File: config.mk
export PLATFORM = sky130hd
export DESIGN_NAME = wma_queue
export DESIGN_NICKNAME = d
export VERILOG_FILES = /design/src/wma_queue.sv
export SDC_FILE = /design/constraint.sdc
export NUM_CORES = 1
export LEC_CHECK = 0
export BUFFER_PORTS_ARGS = -buffer_cell sky130_fd_sc_hd__buf_2
export CAP_MARGIN = 30
export CORE_AREA = 2 2 74 76
export CTS_BUF_LIST = sky130_fd_sc_hd__clkbuf_4 sky130_fd_sc_hd__clkbuf_8
export DETAILED_ROUTE_END_ITERATION = 7
export DIE_AREA = 0 0 76 78
export GPL_ROUTABILITY_DRIVEN = 0
export PLACE_DENSITY = 0.81
export SLEW_MARGIN = 20
export SYNTH_ARGS = -nofsm -noshare
export SYNTH_HDL_FRONTEND = slang
export SYNTH_SLANG_ARGS = --single-unit
File: constraint.sdc
create_clock -name clk -period 5.91 [get_ports clk]
set_clock_uncertainty 0.1 [all_clocks]
set_input_delay 0.8865 -clock clk [delete_from_list [all_inputs] [get_ports clk]]
set_output_delay 0.8865 -clock clk [all_outputs]
set_load 0.02 [all_outputs]
File: src/wma_queue.sv
module wma_queue #(
	parameter int WIDTH = 33,
	parameter int DEPTH = 2
) (
	input  logic             clk,
	input  logic             arst_n,
	input  logic             push,
	input  logic [WIDTH-1:0] push_data,
	output logic             full,
	input  logic             pop,
	output logic [WIDTH-1:0] pop_data,
	output logic             empty
);

	localparam int PW = (DEPTH > 1) ? $clog2(DEPTH) : 1;
	localparam int NW = $clog2(DEPTH + 1);

	logic [WIDTH-1:0] entry_q [DEPTH];
	logic [PW-1:0]    wr_ptr_q;
	logic [PW-1:0]    rd_ptr_q;
	logic [NW-1:0]    level_q;

	function automatic logic [PW-1:0] next_ptr(input logic [PW-1:0] p);
		return (p == PW'(DEPTH - 1)) ? '0 : p + PW'(1);
	endfunction

	assign full     = (level_q == NW'(DEPTH));
	assign empty    = (level_q == '0);
	assign pop_data = entry_q[rd_ptr_q];

	always_ff @(posedge clk) begin
		if (push && !full) begin
			entry_q[wr_ptr_q] <= push_data;
		end
	end

	always_ff @(posedge clk or negedge arst_n) begin
		if (!arst_n) begin
			wr_ptr_q <= '0;
			rd_ptr_q <= '0;
			level_q  <= '0;
		end else begin
			if (push && !full) begin
				wr_ptr_q <= next_ptr(wr_ptr_q);
			end
			if (pop && !empty) begin
				rd_ptr_q <= next_ptr(rd_ptr_q);
			end
			case ({push && !full, pop && !empty})
				2'b10:   level_q <= level_q + NW'(1);
				2'b01:   level_q <= level_q - NW'(1);
				default: level_q <= level_q;
			endcase
		end
	end

	// The front only pushes when there is room, and the back only pops a held entry.
	assert property (@(posedge clk) disable iff (!arst_n) !(push && full))
		else $error("queue pushed while full");
	assert property (@(posedge clk) disable iff (!arst_n) !(pop && empty))
		else $error("queue popped while empty");

endmodule

Word-level counts from Yosys, hierarchy flattened:

Memory sizes are Yosys's and may differ from the RTL's.
Index checks and enable logic that the tools add are counted.

* multiply operators: 0
* $add $sub $neg: 4
* multiplexer cells: 5
* reduce and logical (&&, ||, !) cells: 6
* divide/modulo/power cells: 0
* eq/ne operators: 3
* order comparisons: 0
* bitwise logic cells: 0
* shift operators: 0

Operator list (number)
* equality test 2 bit, second input constant: 2
* two-way mux 1 bit: 4
* one-hot mux 2 bit (2 select lines): 1
* adder 1 bit, second input constant: 2
* adder 2 x 1 -> 2 bit, second input constant: 1
* equality test 2 x 1 -> 1 bit, second input constant: 1
* logical AND 1 bit: 2
* logical NOT 1 bit: 2
* logical NOT 2 bit: 1
* nonzero test 2 bit: 1
* subtractor 2 x 1 -> 2 bit, second input constant: 1

* memory bits (writable): 66
* register bits after elaboration: 4
* logic and storage cells: 22
* bits in read-only memories: 0
* bits in latches: 0
* memories: 1

Memory list
* entry_q: words 2, bits a word 33, read ports 1, clocked after memory_dff 0, wr ports 1, line 18 `logic [WIDTH-1:0] entry_q [DEPTH];`

Longest topological paths before layout:

* word-level depth: 5
* gate-level depth with buffers: 6
* depth with buffers taken out: 6

Least setup slack after synthesis:

OpenSTA, ideal clock, no wires.

* kind: input to register
* start point: input port push
* end point: memory entry_q[0][0] (enable)
* arrival time: 2377 ps
* stages on the path: 2
* slack: 3010 ps
* path through: nand2_1 > nor2_1

* word-level cells in the longest chain between the ends: 3

RTL lines
* start, declared: line 7 `input logic push,`
* logical AND 1 bit: line 32 `if (push && !full) begin`
* two-way mux 1 bit: line 32
* two-way mux 1 bit (implied by the code): line 33 `entry_q[wr_ptr_q] <= push_data;`
* end, declared: line 18

Every way passes these cells.

Final worst setup path:

* start point: register rd_ptr_q
* end point: output port pop_data[29]

* word-level cells in the longest chain between the ends: 1

RTL lines
* start, declared: line 20 `logic [PW-1:0] rd_ptr_q;`
* start signal, assigned: line 47 `rd_ptr_q <= next_ptr(rd_ptr_q);`
* memory read (2 x 33 bit)
* end, declared: line 11 `output logic [WIDTH-1:0] pop_data,`

Every way passes these cells.

==> results.yml <==
critical_path:
  cp-startpoint: "rd_ptr_q$_DFFE_PN0P_"
  worst_setup_path_end_kind: "primary output"
  r2r_setup_slack_ns: 3.85
  required_ns: 4.92
  rr_endpoint: "entry_q[1][7]$_DFFE_PP_"
  crit_arrival_ns: 1.70
  critPathLaunchType: "register"
  critPathKind: "register to primary output"
  worstPathMaxFanout: 25
  rr_worst_depth: 3
  rr_startpoint: "level_q[0]$_DFFE_PN0P_"
cts:
  clock_sinks: 70
  cts_resized: 0
  postCtsSetupBuffers: 0
  cts.hold.buffers_added: 0
  cts-htree-levels: 3
  max-clock-path-buffers: 2
  root_buffer: "clkbuf_8"
  numCtsBuffers: 9
  cts_tree: "built"
  clock_latency_ns: 0.32
  path_clk_slew_ns: 0.07
global_routing:
  overflow: 0
  grt_antenna_before_repair: 0
  grt_max_degree: 35
  grt_pass1_vias: 1399
  grt_pass1_wl_um: 6975
  grtUsageTotal_pct: 15.77
route:
  avgRoutedWirePerCell_um: 15.63
  vias: 1319
  drc: 0
  drt_pass1_iterations: 4
  drt_iter0_markers: 53
  viasPerCell: 4.762
  ant_nets: 0
  totalWireLength_um: 4330
die:
  rows: 26
  fp.dieH_um: 78
  die_x_um: 76
  fp.dieArea_sq_um: 5928
  io_pins: 72
  start_util_pct: 54.14
  core_area_sq_um: 5042
placed_design:
  hpwl_um: 2928
  portBuffers: 71
  dp_cells: 259
  dp_slack_ns: 3.300
logic_synthesis:
  synth_area_per_cell_sq_um: 22.56
  yosys_register_bits: 70
  yosys.area.top_type: "edfxtp_1"
  synth_flop_cell: "edfxtp_1"
  synthCells: 121
  synth_nets: 159
  async_flop_share_pct: 5.714
  ys_warn_count: 0
  yosysUniqueCellTypes: 15
  synthTopCellsByArea: "edfxtp_1, mux2_4, dfrtp_1, buf_12, mux2_2"
  yosysSeqAreaShare_pct: 76.26
  synth.most_common_cell: "edfxtp_1"
  netlist_area_sq_um: 2730
  synth_common_cells: "edfxtp_1, mux2_4, dfrtp_1, mux2_2"
  synth_edf_count: 66
  synth_top_area_share_pct: 72.59
final_layout:
  final_core_util_pct: 67.89
  n_fill_cell: 336
  syn2layout_area_growth_pct: 25.39
  antenna_cells: 0
  instances_no_fill: 277
  final_nets: 240
  multi_input_area_sq_um: 580.6
  seqCellArea_sq_um: 2083
  drive_gt1_share_pct: 60.87
sta:
  finalSetupViolCount: 0
  fin_hold_ws_ns: 0.2588
  finalCriticalPeriod_ns: 2.682
  max_freq_mhz: 372.9
  setup_slack_ns: 3.228
  slew-limit-headroom_pct: 52.34
  worst_slew_pin_slew_ns: 0.7150
  min_period_over_period_pct: 45.38
  rsz0062_at_grt: "no"
  tns_ns: 0
  finalHoldViolCount: 0
  drv_slew: 0
power_and_ir_drop:
  p_clk_share_pct: 26.9
  powerDensity_nw_per_um2: 544.1
  seqPwrFrac_pct: 39.6
  swShare_pct: 30.21
  p_switching_w: 0.0005628
  p_int_w: 0.001300
  leakagePower_nw: 1.403
  p_comb_share_pct: 33.5
  ir_worst_vdd_mv: 0.3989
run_status:
  outcome: "finished clean"
hold_path:
  worstHoldPathType: "input pin to async pin"
run:
  cap_violations: 0
## power by group through the flow
| stage | sequential, W | combinational [W] | clock [W] |
|---|---|---|---|
| floorplan | 0.000720 | 0.000517 | 0 |
| global placement | 0.000779 | 0.000559 | 0 |
| detailed placement | 0.000793 | 0.000570 | 0 |
| CTS | 0.000782 | 0.000572 | 0.000510 |
| global route | 0.000750 | 0.000664 | 0.000531 |
| finish | 0.000738 | 0.000623 | 0.000502 |
## cell type report
| class | instances | share of cell area, % |
|---|---|---|
| clock buffers | 10 | 3.838 |
| well taps | 70 | 2.558 |
| repair buffers | 74 | 11.77 |
| inverters | 1 | 0.1096 |
| flip-flops and latches | 70 | 60.86 |
| clock inverters | 6 | 3.911 |
| multi-input cells | 46 | 16.96 |
## worst max path at each step
stage                                    to  slack, ns  cells after the start
floorplan           entry_q[0][0]$_DFFE_PP_       3.01                      2
global placement               pop_data[16]       3.36                      2
detailed placement             pop_data[15]       3.30                      2
CTS                            pop_data[15]       2.94                      2
global route                   pop_data[29]       3.17                      3
finish                         pop_data[29]       3.23                      3
## critical path, cell delays in order (launching register included)
cell	delay (ns)
dfrtp_2	0.58
buf_12	0.26
mux2_2	0.35
buf_2	0.16
## metal layers
metal | up-vias | wire length (um) | track usage [%] | share of wire [%]
li1 | 628 | - | - | -
met1 | 647 | 1835 | 18.74 | 42
met2 | 40 | 2253 | 26.70 | 52
met3 | 4 | 214 | 5.116 | 4.9
met4 | 0 | 27 | 6.545 | 0.62
met5 | - | 0 | 0 | 0
## flip-flops by register name (all words and copies together), names as in the netlist
register	count
entry_q	66
level_q	2
rd_ptr_q	1
wr_ptr_q	1
## cells by family after synthesis
kind of cell / count (synthesis) / share of synthesized area, %
fa+ha+maj: 1 / 0.4582
buf+inv: 5 / 2.750
xor+xnor: 5 / 1.604
mux: 33 / 17.60
simple gates: 7 / 1.329
flops: 70 / 76.26
## layout by cell type, fill, tap and decap left out, drive strengths merged, types with 2 or more instances in the layout
| cell type | count |
|---|---|
| xor2 | 2 |
| xnor2 | 3 |
| nor2 | 3 |
| mux2 | 33 |
| clkinv | 2 |
| bufinv | 4 |
| clkbuf | 10 |
| buf | 74 |
| edfxtp | 66 |
| dfrtp | 4 |
## per-stage QoR
step                power, W  cell area [sq um]
floorplan           0.001237               2730
finish              0.001863               3423
CTS                 0.001863               3383
detailed placement  0.001363               3118
global placement    0.001338               3118
global route        0.001946               3423
(Power assumes the default switching activity.)
