--- src/wma_pkg.sv ---
package wma_pkg;

	// Fixed widths of the item fields and the configuration register.
	localparam int SAMPLE_W = 16;
	localparam int CFG_W = 4;

	// Default largest window, as log2 of its length.
	localparam int MAX_WINDOW_LOG2_DEF = 8;

	// Window register value after reset.
	localparam logic [CFG_W-1:0] WINDOW_LOG2_RESET = 4'd3;

	// Entries in the queue between the window update and the divider.
	localparam int QUEUE_DEPTH_DEF = 2;

endpackage

--- src/wma_div.sv ---
module wma_div
	import wma_pkg::*;
#(
	parameter int MAX_WINDOW_LOG2 = MAX_WINDOW_LOG2_DEF,
	localparam int CW = MAX_WINDOW_LOG2 + 1,
	localparam int SW = SAMPLE_W + MAX_WINDOW_LOG2
) (
	input  logic                clk,
	input  logic                arst_n,
	input  logic                empty,
	input  logic [SW+CW-1:0]    pop_data,
	output logic                pop,
	output logic                average_valid,
	input  logic                average_stall,
	output logic [SAMPLE_W-1:0] average
);

	localparam int STW = $clog2(SW + 1);

	localparam logic [1:0] ST_IDLE = 2'd0;
	localparam logic [1:0] ST_DIV  = 2'd1;
	localparam logic [1:0] ST_OUT  = 2'd2;

	logic [1:0]          state_q;
	logic [STW-1:0]      step_q;
	logic                neg_q;
	logic [CW-1:0]       div_q;
	logic [CW-1:0]       rem_q;
	logic [SW-1:0]       quo_q;
	logic                out_valid_q;
	logic [SAMPLE_W-1:0] average_q;

	logic [SW-1:0] in_sum;
	logic [CW-1:0] in_count;
	logic [CW:0]   trial;
	logic [CW:0]   diff;
	logic          ge;
	logic [SW-1:0] signed_quo;
	logic          out_load;

	assign in_sum   = pop_data[SW+CW-1:CW];
	assign in_count = pop_data[CW-1:0];
	assign pop      = (state_q == ST_IDLE) && !empty;

	// One restoring step: bring down the next dividend bit, subtract if it fits.
	assign trial = {rem_q, quo_q[SW-1]};
	assign diff  = trial - {1'b0, div_q};
	assign ge    = (trial >= {1'b0, div_q});

	assign signed_quo = neg_q ? (~quo_q + SW'(1)) : quo_q;
	assign out_load   = (state_q == ST_OUT) && (!out_valid_q || !average_stall);

	assign average_valid = out_valid_q;
	assign average       = average_q;

	always_ff @(posedge clk) begin
		if (pop) begin
			neg_q <= in_sum[SW-1];
			div_q <= in_count;
			rem_q <= '0;
			quo_q <= in_sum[SW-1] ? (~in_sum + SW'(1)) : in_sum;
		end else if (state_q == ST_DIV) begin
			rem_q <= ge ? diff[CW-1:0] : trial[CW-1:0];
			quo_q <= {quo_q[SW-2:0], ge};
		end
		if (out_load) begin
			average_q <= signed_quo[SAMPLE_W-1:0];
		end
	end

	always_ff @(posedge clk or negedge arst_n) begin
		if (!arst_n) begin
			state_q     <= ST_IDLE;
			step_q      <= '0;
			out_valid_q <= 1'b0;
		end else begin
			if (out_load) begin
				out_valid_q <= 1'b1;
			end else if (average_stall == 1'b0) begin
				out_valid_q <= 1'b0;
			end
			unique case (state_q)
				ST_IDLE: begin
					if (pop) begin
						state_q <= ST_DIV;
						step_q  <= '0;
					end
				end
				ST_DIV: begin
					step_q <= step_q + STW'(1);
					if (step_q == STW'(SW - 1)) begin
						state_q <= ST_OUT;
					end
				end
				ST_OUT:  if (out_load) state_q <= ST_IDLE;
				default: state_q <= ST_IDLE;
			endcase
		end
	end

	// The iteration count stays inside the dividend width.
	assert property (@(posedge clk) disable iff (!arst_n)
		(state_q == ST_DIV) |-> (step_q < STW'(SW)))
		else $error("divider ran past its last step");
	// A result is only loaded into the output register when that register is free.
	assert property (@(posedge clk) disable iff (!arst_n)
		out_load |-> (!out_valid_q || !average_stall))
		else $error("output register overwritten");

endmodule

--- config.mk ---
export PLATFORM = sky130hd
export DESIGN_NAME = wma_div
export DESIGN_NICKNAME = d
export VERILOG_FILES = /design/src/wma_pkg.sv /design/src/wma_div.sv
export SDC_FILE = /design/constraint.sdc
export NUM_CORES = 1
export LEC_CHECK = 0
export BUFFER_PORTS_ARGS = -buffer_cell sky130_fd_sc_hd__buf_4
export CORE_MARGIN = 2
export CORE_UTILIZATION = 45
export DETAILED_ROUTE_END_ITERATION = 10
export GPL_TIMING_DRIVEN = 0
export PLACE_DENSITY_LB_ADDON = 0.25
export SYNTH_ARGS = -nofsm -noshare
export SYNTH_HDL_FRONTEND = slang
export SYNTH_SLANG_ARGS = --single-unit
--- constraint.sdc ---
create_clock -name clk -period 2.9 [get_ports clk]
set_input_delay 0.58 -clock clk [delete_from_list [all_inputs] [get_ports clk]]
set_output_delay 0.58 -clock clk [all_outputs]
set_load 0.005 [all_outputs]
## Word-level counts from Yosys, hierarchy flattened

Index checks and enable logic that the tools add are counted.

- Add/sub/neg operators: 4
- $lt $le $gt $ge: 1
- Equality and inequality tests: 7
- Muxes and demuxes: 13
- Bitwise operators: 2
- Reduce and logical (&&, ||, !) cells: 11

Operator list:

| kind | count |
|---|---|
| $mux W24 | 3 |
| $add A24 B1 Y24 const B | 1 |
| $not A24 Y24 | 1 |
| $add A16 B1 Y16 const B | 1 |
| $mux W16 | 1 |
| $not A16 Y16 | 1 |
| $ge A10 B9 Y1 | 1 |
| $pmux W5 S2 | 1 |
| $mux W9 | 1 |
| $sub A9 B9 Y9 | 1 |
| $mux W2 | 3 |
| $pmux W2 S3 | 1 |
| $add A5 B1 Y5 const B | 1 |
| $eq A5 B5 Y1 const B | 1 |
| $mux W5 | 1 |
| $ne A2 B1 Y1 const B | 2 |
| $ne A2 B2 Y1 const B | 2 |
| $reduce_bool A2 Y1 | 2 |
| $logic_not A1 Y1 | 3 |
| $reduce_and A3 Y1 | 1 |
| $eq A2 B1 Y1 const B | 1 |
| $eq A2 B2 Y1 const B | 1 |
| $logic_and A1 B1 Y1 | 2 |
| $logic_not A2 Y1 | 1 |
| 3 further kinds | 4 |

- Bits in registers: 67
- Input bits: 37
- Output and inout bits: 18
- Word-level logic and storage cells: 46

## Depth between registers and ports, before layout

Gate-level depths: netlist of the first run.

- Depth in word-level cells: 5
- Gate-level depth with buffers: 9
- Depth with buffers taken out: 9

## Least setup slack after synthesis of the first run

OpenSTA, ideal clock, no wires.

- Kind: in2reg
- From: in pop_data[19]
- To: reg quo_q[18] (data pin)
- Setup time: 265 ps
- Arrival time: 2096 ps
- Required time: 2635 ps
- Path slack: 539 ps
- Cell stages on the path: 6
- Path buffers: 1
- Cells stage by stage: or4_4 > or3_4 > buf_6 > o41ai_2 > xor2_1 > o21ai_1

- Longest elaborated chain between the ends: 4

Ends and longest elaborated chain:

| element | line | text |
|---|---|---|
| from (decl) | wma_div.sv:11 | `input logic [SW+CW-1:0] pop_data,` |
| $not A24 Y24 | wma_div.sv:61 | `quo_q <= in_sum[SW-1] ? (~in_sum + SW'(1)) : in_sum;` |
| $add A24 B1 Y24 | wma_div.sv:61 |  |
| $mux W24 | wma_div.sv:61 |  |
| $mux W24 | wma_div.sv:57 | `if (pop) begin` |
| to (signal assigned) | wma_div.sv:61 |  |
| to (signal assigned) | wma_div.sv:64 | `quo_q <= {quo_q[SW-2:0], ge};` |
| to (decl) | wma_div.sv:29 | `logic [SW-1:0] quo_q;` |

No other way between the ends.
A chain may end at the register's enable or synchronous reset.

## Final worst setup path of the first run

- From: reg div_q[7]
- To: reg rem_q[1]

- Longest elaborated chain between the ends: 2

Ends and longest elaborated chain:

| element | line | text |
|---|---|---|
| from (decl) | wma_div.sv:27 | `logic [CW-1:0] div_q;` |
| from (signal assigned) | wma_div.sv:59 | `div_q <= in_count;` |
| $ge A10 B9 Y1 | wma_div.sv:48 | `assign ge = (trial >= {1'b0, div_q});` |
| $mux W9 | wma_div.sv:63 | `rem_q <= ge ? diff[CW-1:0] : trial[CW-1:0];` |
| to (signal assigned) | wma_div.sv:63 |  |
| to (decl) | wma_div.sv:28 | `logic [CW-1:0] rem_q;` |

No other way between the ends.

==> summary.txt, run 1 <==
Yosys
  – Compound-Gate Fraction of Synth Area: 16.2%
  – FF+latch count, synth: 67
  – Area share of fa/ha/maj cells after synthesis: 4.54%
  – Area contributors post-synth: edfxtp_1 40%, o21ai_0 6.1%, dfrtp_1 5.3%, nand2_1 4.9%, xor2_1 4.9%
  – Register area share after synthesis: 50.3%
  – Synth top cells by count: 50 x edfxtp_1, 49 x nand2_1, 46 x o21ai_0, 21 x xor2_1, 20 x inv_1
  – Syn nets: 407
  – Mux cell area share after synthesis: 2.47%
  – Yosys cell types: 49
  – Post-synth top area share: 40.1%
  – Largest family of logic cells by synthesized area: compound AO/OA/AOI/OAI gates
  – Async SR Flop Fraction: 11.9%
  – Synth area leader: edfxtp_1
  – Syn Area/Cell: 10.5 µm²
  – Mapped Area: 3740 µm²
  – Post-Synth XOR/XNOR Area: 9.12%
  – Main synth FF type: edfxtp_1
  – YS warnings: 0
  – Post-Syn Instances: 357
  – Post-synth EDFFs: 50
  – Most frequent cell after synthesis: edfxtp_1
  – Simple-gate area share of the yosys netlist: 14.1%

Detailed routing
  – Routed wire length per instance: 15.3 µm
  – WL final: 8160 µm
  – DRT Pass-1 Iters: 4
  – Routed Antenna Nets: 0
  – Via count: 2890
  – Iter 0 DRT Violations: 176
  – Remaining DRCs: 0
  – Vias per cell: 5.41

Critical path
  – FF-to-FF path depth: 6
  – Worst reg2reg endpoint: rem_q[1]$_SDFFE_PP0P_
  – FF-to-FF setup slack: 0.41 ns
  – Nature of the critical path endpoint: flop
  – Slowest CP cell: a2111oi_0
  – CP arrival: 2.70 ns
  – CP cell instances: inv_1 > ha_1 > a2111oi_0 > a31oi_2 > mux2i_1 > o21ai_0
  – Critical path depth: 6
  – RR Startpoint: div_q[7]$_DFFE_PP_
  – Worst setup startpoint: div_q[7]$_DFFE_PP_
  – Delay-heaviest family, CP: compound AO/OA/AOI/OAI gates
  – Worst path bufs/invs: 1
  – CP Data Required Time: 3.11 ns
  – Crit-path max FO: 7
  – Max incr delay on CP: 0.84 ns
  – Crit Path Class: flop to flop
  – Critical path launch point type: flop
  – Crit path to: rem_q[1]$_SDFFE_PP0P_

Timing
  – Period utilization: 85.8%
  – Unrepaired setup endpoints after global routing: no
  – Worst slew pin tran: 0.944 ns
  – Clk_skew: 0.00971 ns
  – Slew headroom: 35.4%
  – Min Clock Period, post-route: 2.49 ns
  – Hold Violations, Final: 0
  – Final setup fails: 0
  – Peak Freq: 402 MHz
  – Final worst setup slack: 0.413 ns
  – Fin. max-slew vios: 0
  – Setup TNS: 0 ns

Global routing
  – Largest net degree at the start of global routing: 25
  – First-pass GRT wire length: 13800 µm
  – Grt total ovfl: 0
  – GR Util All Layers: 19.9%
  – Initial antenna violation count: 0
  – Vias in the first global route: 2884

Min path
  – Worst hold path type: input pin to asynchronous set/reset pin

Job
  – Maxcap violations: 0

Floorplan
  – Starting Density: 46.0%
  – Std cell rows: 33
  – Die area: 9070 µm²
  – Chip Height: 95.2 µm
  – Core ar.: 8130 µm²
  – Die width: 95.2 µm
  – # IOs: 55

Final layout
  – Register area: 1880 µm²
  – Filler cells: 749
  – Multi-input logic area: 1740 µm²
  – Layout cell share with drive strength beyond 1: 19.6%
  – Syn-to-layout area delta: 19.7%
  – Non-Filler Instances: 534
  – # nets final: 474
  – Number of diodes: 0
  – Final Cell Area: 4480 µm²

Clock network
  – Longest Clk Path Bufs: 2
  – Post-CTS Hold Fix Bufs: 0
  – CTS tree: done
  – Root buffer cell: clkbuf_8
  – CTS sink cnt: 67
  – Num CTS Buffers: 9
  – Htree depth: 3
  – Clock slew at reported path FFs: 0.07 ns
  – Clk Latency, worst-skew pair: 0.34 ns

Pwr
  – PD cells: 911 nW/µm²
  – Static leakage: 1.81 nW
  – Max VDD drop: 0.290 mV
  – Power, Total: 4.09 mW

Placed design
  – Final Wtd Congestion: 0.850
  – IO buf count: 54
  – Cell count after placement: 517
  – Post-DP HPWL: 6130 µm
  – Area after DPL: 4290 µm²
  – Dpl ws: 0.101 ns

Outcome
  – Status: complete, no violations
[metal layers]
layer	vias up	GRT usage [%]	routed length, µm
li1	1452	-	-
met1	1356	26.2	3890
met2	73	31.6	3810
met3	9	4.27	343
met4	0	8.94	112
met5	-	0	0
[cells in the final DEF, fill, tap and decap left out, types with 6 or more instances in the layout]
master    instances
clkbuf_8          9
nor3_1            8
dfrtp_1           8
clkbuf_1          9
nand3_1           8
xnor2_1          18
buf_4            56
dfxtp_1           9
inv_1            19
nor2_1            9
o21ai_0          46
mux2i_1           7
xor2_1           21
a21oi_1           6
ha_1             12
edfxtp_1         50
o31ai_1          10
nand2_1          49
[kinds of logic (layout without fill, tap and decap cells)]
family                     after synthesis  in the layout
buffers and inverters                   31            103
xor gates and xnor gates                39             39
and+or+nand+nor                        106            106
DFF                                     67             67
AOI/OAI and AO/OA                       92             92
adders and majority gates               13             13
muxes                                    9              9
[layout make-up]
cell class / count / share of cell area [%]
clock buffers: 9 / 2.76
repair buffers: 56 / 9.38
clock inverters: 7 / 1.31
flip-flops and latches: 67 / 42.0
plain buffers: 11 / 1.09
multi-input cells: 259 / 38.8
inverters: 20 / 1.76
well taps: 105 / 2.93
[how the worst min path moves through the flow]
stage,startpoint,endpoint,slack (ns),depth (start not counted)
2_1_floorplan,arst_n,average_valid$_DFFE_PN0P_,0.28,0
3_3_place_gp,arst_n,step_q[0]$_DFFE_PN0P_,0.40,1
3_5_place_dp,arst_n,state_q[1]$_DFFE_PN0P_,0.41,1
4_1_cts,arst_n,average_valid$_DFFE_PN0P_,0.03,1
5_1_grt,arst_n,average_valid$_DFFE_PN0P_,0.03,1
6_report,arst_n,average_valid$_DFFE_PN0P_,0.04,1
[sequential cells by signal, indices dropped and copies added (netlist names)]
name and cells:
rem_q 9, neg_q 1, quo_q 24, average_valid 1, state_q 2, div_q 9
average 16, step_q 5
[what timing repair did]
item	4_1_cts	5_1_grt
endpoints found under the setup margin	1	0
gates resized for setup	1	0
buffers inserted	1	0
[per-stage QoR]
| stage | hold slack, ns | utilization [%] |
|---|---|---|
| 3_3_place_gp | 0.404 | 52.6 |
| 2_1_floorplan | 0.284 | - |
| 6_report | 0.0446 | 55.1 |
| 4_1_cts | 0.0275 | 55.1 |
| 3_5_place_dp | 0.406 | 52.7 |
| 5_1_grt | 0.0317 | 55.1 |
[worst register-to-register path: stages, from the launching register on]
cell	delay (ns)
edfxtp_1	0.33
inv_1	0.05
ha_1	0.34
a2111oi_0	0.84
a31oi_2	0.42
mux2i_1	0.29
o21ai_0	0.09
[power breakdown]
group | leakage, nW | switching (mW) | internal (mW)
clock network | 0.0915 | 0.350 | 0.385
registers | 0.671 | 0.260 | 1.49
logic | 1.05 | 0.893 | 0.708
No activity file was read; power rests on OpenSTA's default activity.
==> inputs of run 2 (changes only) <==
- CORE_ASPECT_RATIO: not set -> 0.5
==> run 2 against run 1 <==
Effect of this change: total power grew 8.5%; clock power grew 39%; core utilization grew 2.3 points; count of clock-buffer cells in the layout grew 2; cell count grew 1.7%; first-iteration DRC count grew 23%; setup slack gained 0.041 ns; via count grew 3.5%; worst hold slack gained 0.0057 ns; non-clock buffer count grew 2; critical endpoint unchanged.
==> summary.txt, run 2 (synthesis gave the netlist of run 1 again) <==
Outcome
  – Status: complete, no violations

Timing
  – Setup TNS: 0 ns (unchanged)
  – Worst hold slack: 0.0503 ns (+0.00566 ns)
  – Worst slew pin tran: 0.880 ns (-0.0644 ns)
  – Slew headroom: 39.8% (+4.4 points)
  – Unrepaired setup endpoints after global routing: no
  – Peak Freq: 409 MHz (+1.7%)
  – Final worst setup slack: 0.454 ns (+0.0412 ns)
  – Hold Violations, Final: 0 (unchanged)
  – Fin. max-slew vios: 0 (unchanged)
  – Min Clock Period, post-route: 2.45 ns (-0.0412 ns)
  – Clk_skew: 0.00626 ns (-0.00345 ns)
  – Period utilization: 84.3% (-1.4 points)
  – Final setup fails: 0 (unchanged)

Min path
  – Worst hold path type: input pin to asynchronous set/reset pin

Floorplan
  – # IOs: 55 (unchanged)
  – Chip Height: 68.5 µm (-28%)
  – Die area: 9110 µm² (+0.49%)
  – Die width: 133 µm (+40%)
  – Starting Density: 46.6% (+0.60 points)
  – Std cell rows: 23 (-30%)
  – Core ar.: 8030 µm² (-1.3%)

Placed design
  – Final Wtd Congestion: 0.887 (+4.4%)
  – Dpl ws: 0.175 ns (+0.0733 ns)
  – Post-DP HPWL: 6450 µm (+5.1%)
  – IO buf count: 54 (unchanged)

Job
  – Maxcap violations: 0 (unchanged)

Pwr
  – Max VDD drop: 0.441 mV (+52%)
  – PD cells: 962 nW/µm² (+5.6%)
  – Static leakage: 1.85 nW (+2.4%)

Critical path
  – Crit Path Class: flop to flop
  – Crit-path max FO: 7 (unchanged)
  – Worst setup startpoint: div_q[7]$_DFFE_PP_
  – CP arrival: 2.65 ns (-0.05 ns)
  – Critical path launch point type: flop
  – Nature of the critical path endpoint: flop
  – CP Data Required Time: 3.11 ns (about the same)
  – RR Startpoint: div_q[7]$_DFFE_PP_

Detailed routing
  – Routed Antenna Nets: 0 (unchanged)
  – Routed wire length per instance: 15.9 µm (+4.2%)
  – DRT Pass-1 Iters: 5 (+1)
  – Remaining DRCs: 0 (unchanged)
  – Vias per cell: 5.51 (+1.8%)
  – Via count: 2991 (+3.5%)
  – WL final: 8650 µm (+6.0%)
  – Iter 0 DRT Violations: 217 (+23%)

Clock network
  – CTS sink cnt: 67 (unchanged)
  – Num CTS Buffers: 9 (unchanged)
  – Htree depth: 3 (unchanged)
  – CTS tree: done
  – Clk Latency, worst-skew pair: 0.34 ns (about the same)
  – Longest Clk Path Bufs: 2 (unchanged)
  – Clock slew at reported path FFs: 0.05 ns (-0.02 ns)
  – Root buffer cell: clkbuf_16

Global routing
  – GR Util All Layers: 20.0% (+0.094 points)
  – Initial antenna violation count: 0 (unchanged)
  – Vias in the first global route: 2946 (+2.1%)
  – First-pass GRT wire length: 13900 µm (+0.65%)
  – Grt total ovfl: 0 (unchanged)
  – Largest net degree at the start of global routing: 25 (unchanged)

Final layout
  – Syn-to-layout area delta: 23.1%
  – Layout cell share with drive strength beyond 1: 20.6% (+1.1 points)
  – # nets final: 476 (+0.42%)
  – Commonest non-fill, non-tap cells in the layout: 58 x buf_4, 50 x edfxtp_1, 49 x nand2_1
  – Top reg by flops: quo_q
  – Number of diodes: 0 (unchanged)
  – Most common cell after layout, fill and taps aside: buf_4
  – Max reg flops: 24 (unchanged)
## run 2: layout make-up
cell class / count / area (µm²)
inverter: 20 / 78.8
buffer: 11 / 48.8
fill: 666 / 3420
clock buffer: 11 / 243
sequential: 67 / 1880
multi-input combinational: 259 / 1740
clock inverter: 5 / 38.8
timing repair buffer: 58 / 435
tap: 112 / 140
## run 2: repair_timing
item | in CTS | in global routing
hold buffers | 0 | 0
setup endpoints to repair | 0 | 1
setup buffers | 0 | 4
gates resized for setup | 0 | 1
## run 2: worst max-delay path, stage by stage (launching register included)
cell and delay [ns]:
edfxtp_1 0.32, inv_1 0.04, ha_1 0.34, a2111oi_0 0.79
a31oi_2 0.46, mux2i_1 0.28, o21ai_0 0.09
## run 2: where the power goes
group          switching [mW]  internal, mW  leakage (nW)
logic                   0.939         0.723          1.06
clock network           0.415         0.604         0.124
registers               0.262          1.49         0.671
total                    1.62          2.82          1.85
## run 2: per-layer routing
| metal | vias up | routed length [µm] | GRT usage [%] |
|---|---|---|---|
| li1 | 1457 | - | - |
| met1 | 1420 | 3880 | 23.5 |
| met2 | 97 | 4150 | 36.1 |
| met3 | 17 | 453 | 5.26 |
| met4 | 0 | 162 | 8.60 |
| met5 | - | 0 | 0 |
## run 2: worst paths after layout
path                                    endpoint  depth (start not counted)  slack, ns
max                        rem_q[1]$_SDFFE_PP0P_                          6       0.45
min                        step_q[3]$_DFFE_PN0P_                          1       0.05
max reg2reg                rem_q[1]$_SDFFE_PP0P_                          6       0.45
min reg2reg                rem_q[1]$_SDFFE_PP0P_                          2       0.48
max in group asynchronous  step_q[4]$_DFFE_PN0P_                          1       2.72
min in group clk              div_q[5]$_DFFE_PP_                          1       0.42
## run 2: metrics by stage
| step | std cells | power, mW | instance area [µm²] | util (%) |
|---|---|---|---|---|
| final | 543 | 4.43 | 4610 | 57.4 |
| after global routing | 543 | 4.74 | 4610 | 57.4 |
| after CTS | 539 | 4.41 | 4570 | 56.9 |
| after detailed placement | 523 | 3.39 | 4290 | 53.4 |
| after global placement | 523 | 3.26 | 4290 | 53.4 |
| after floorplan | 357 | 2.91 | 3740 | - |
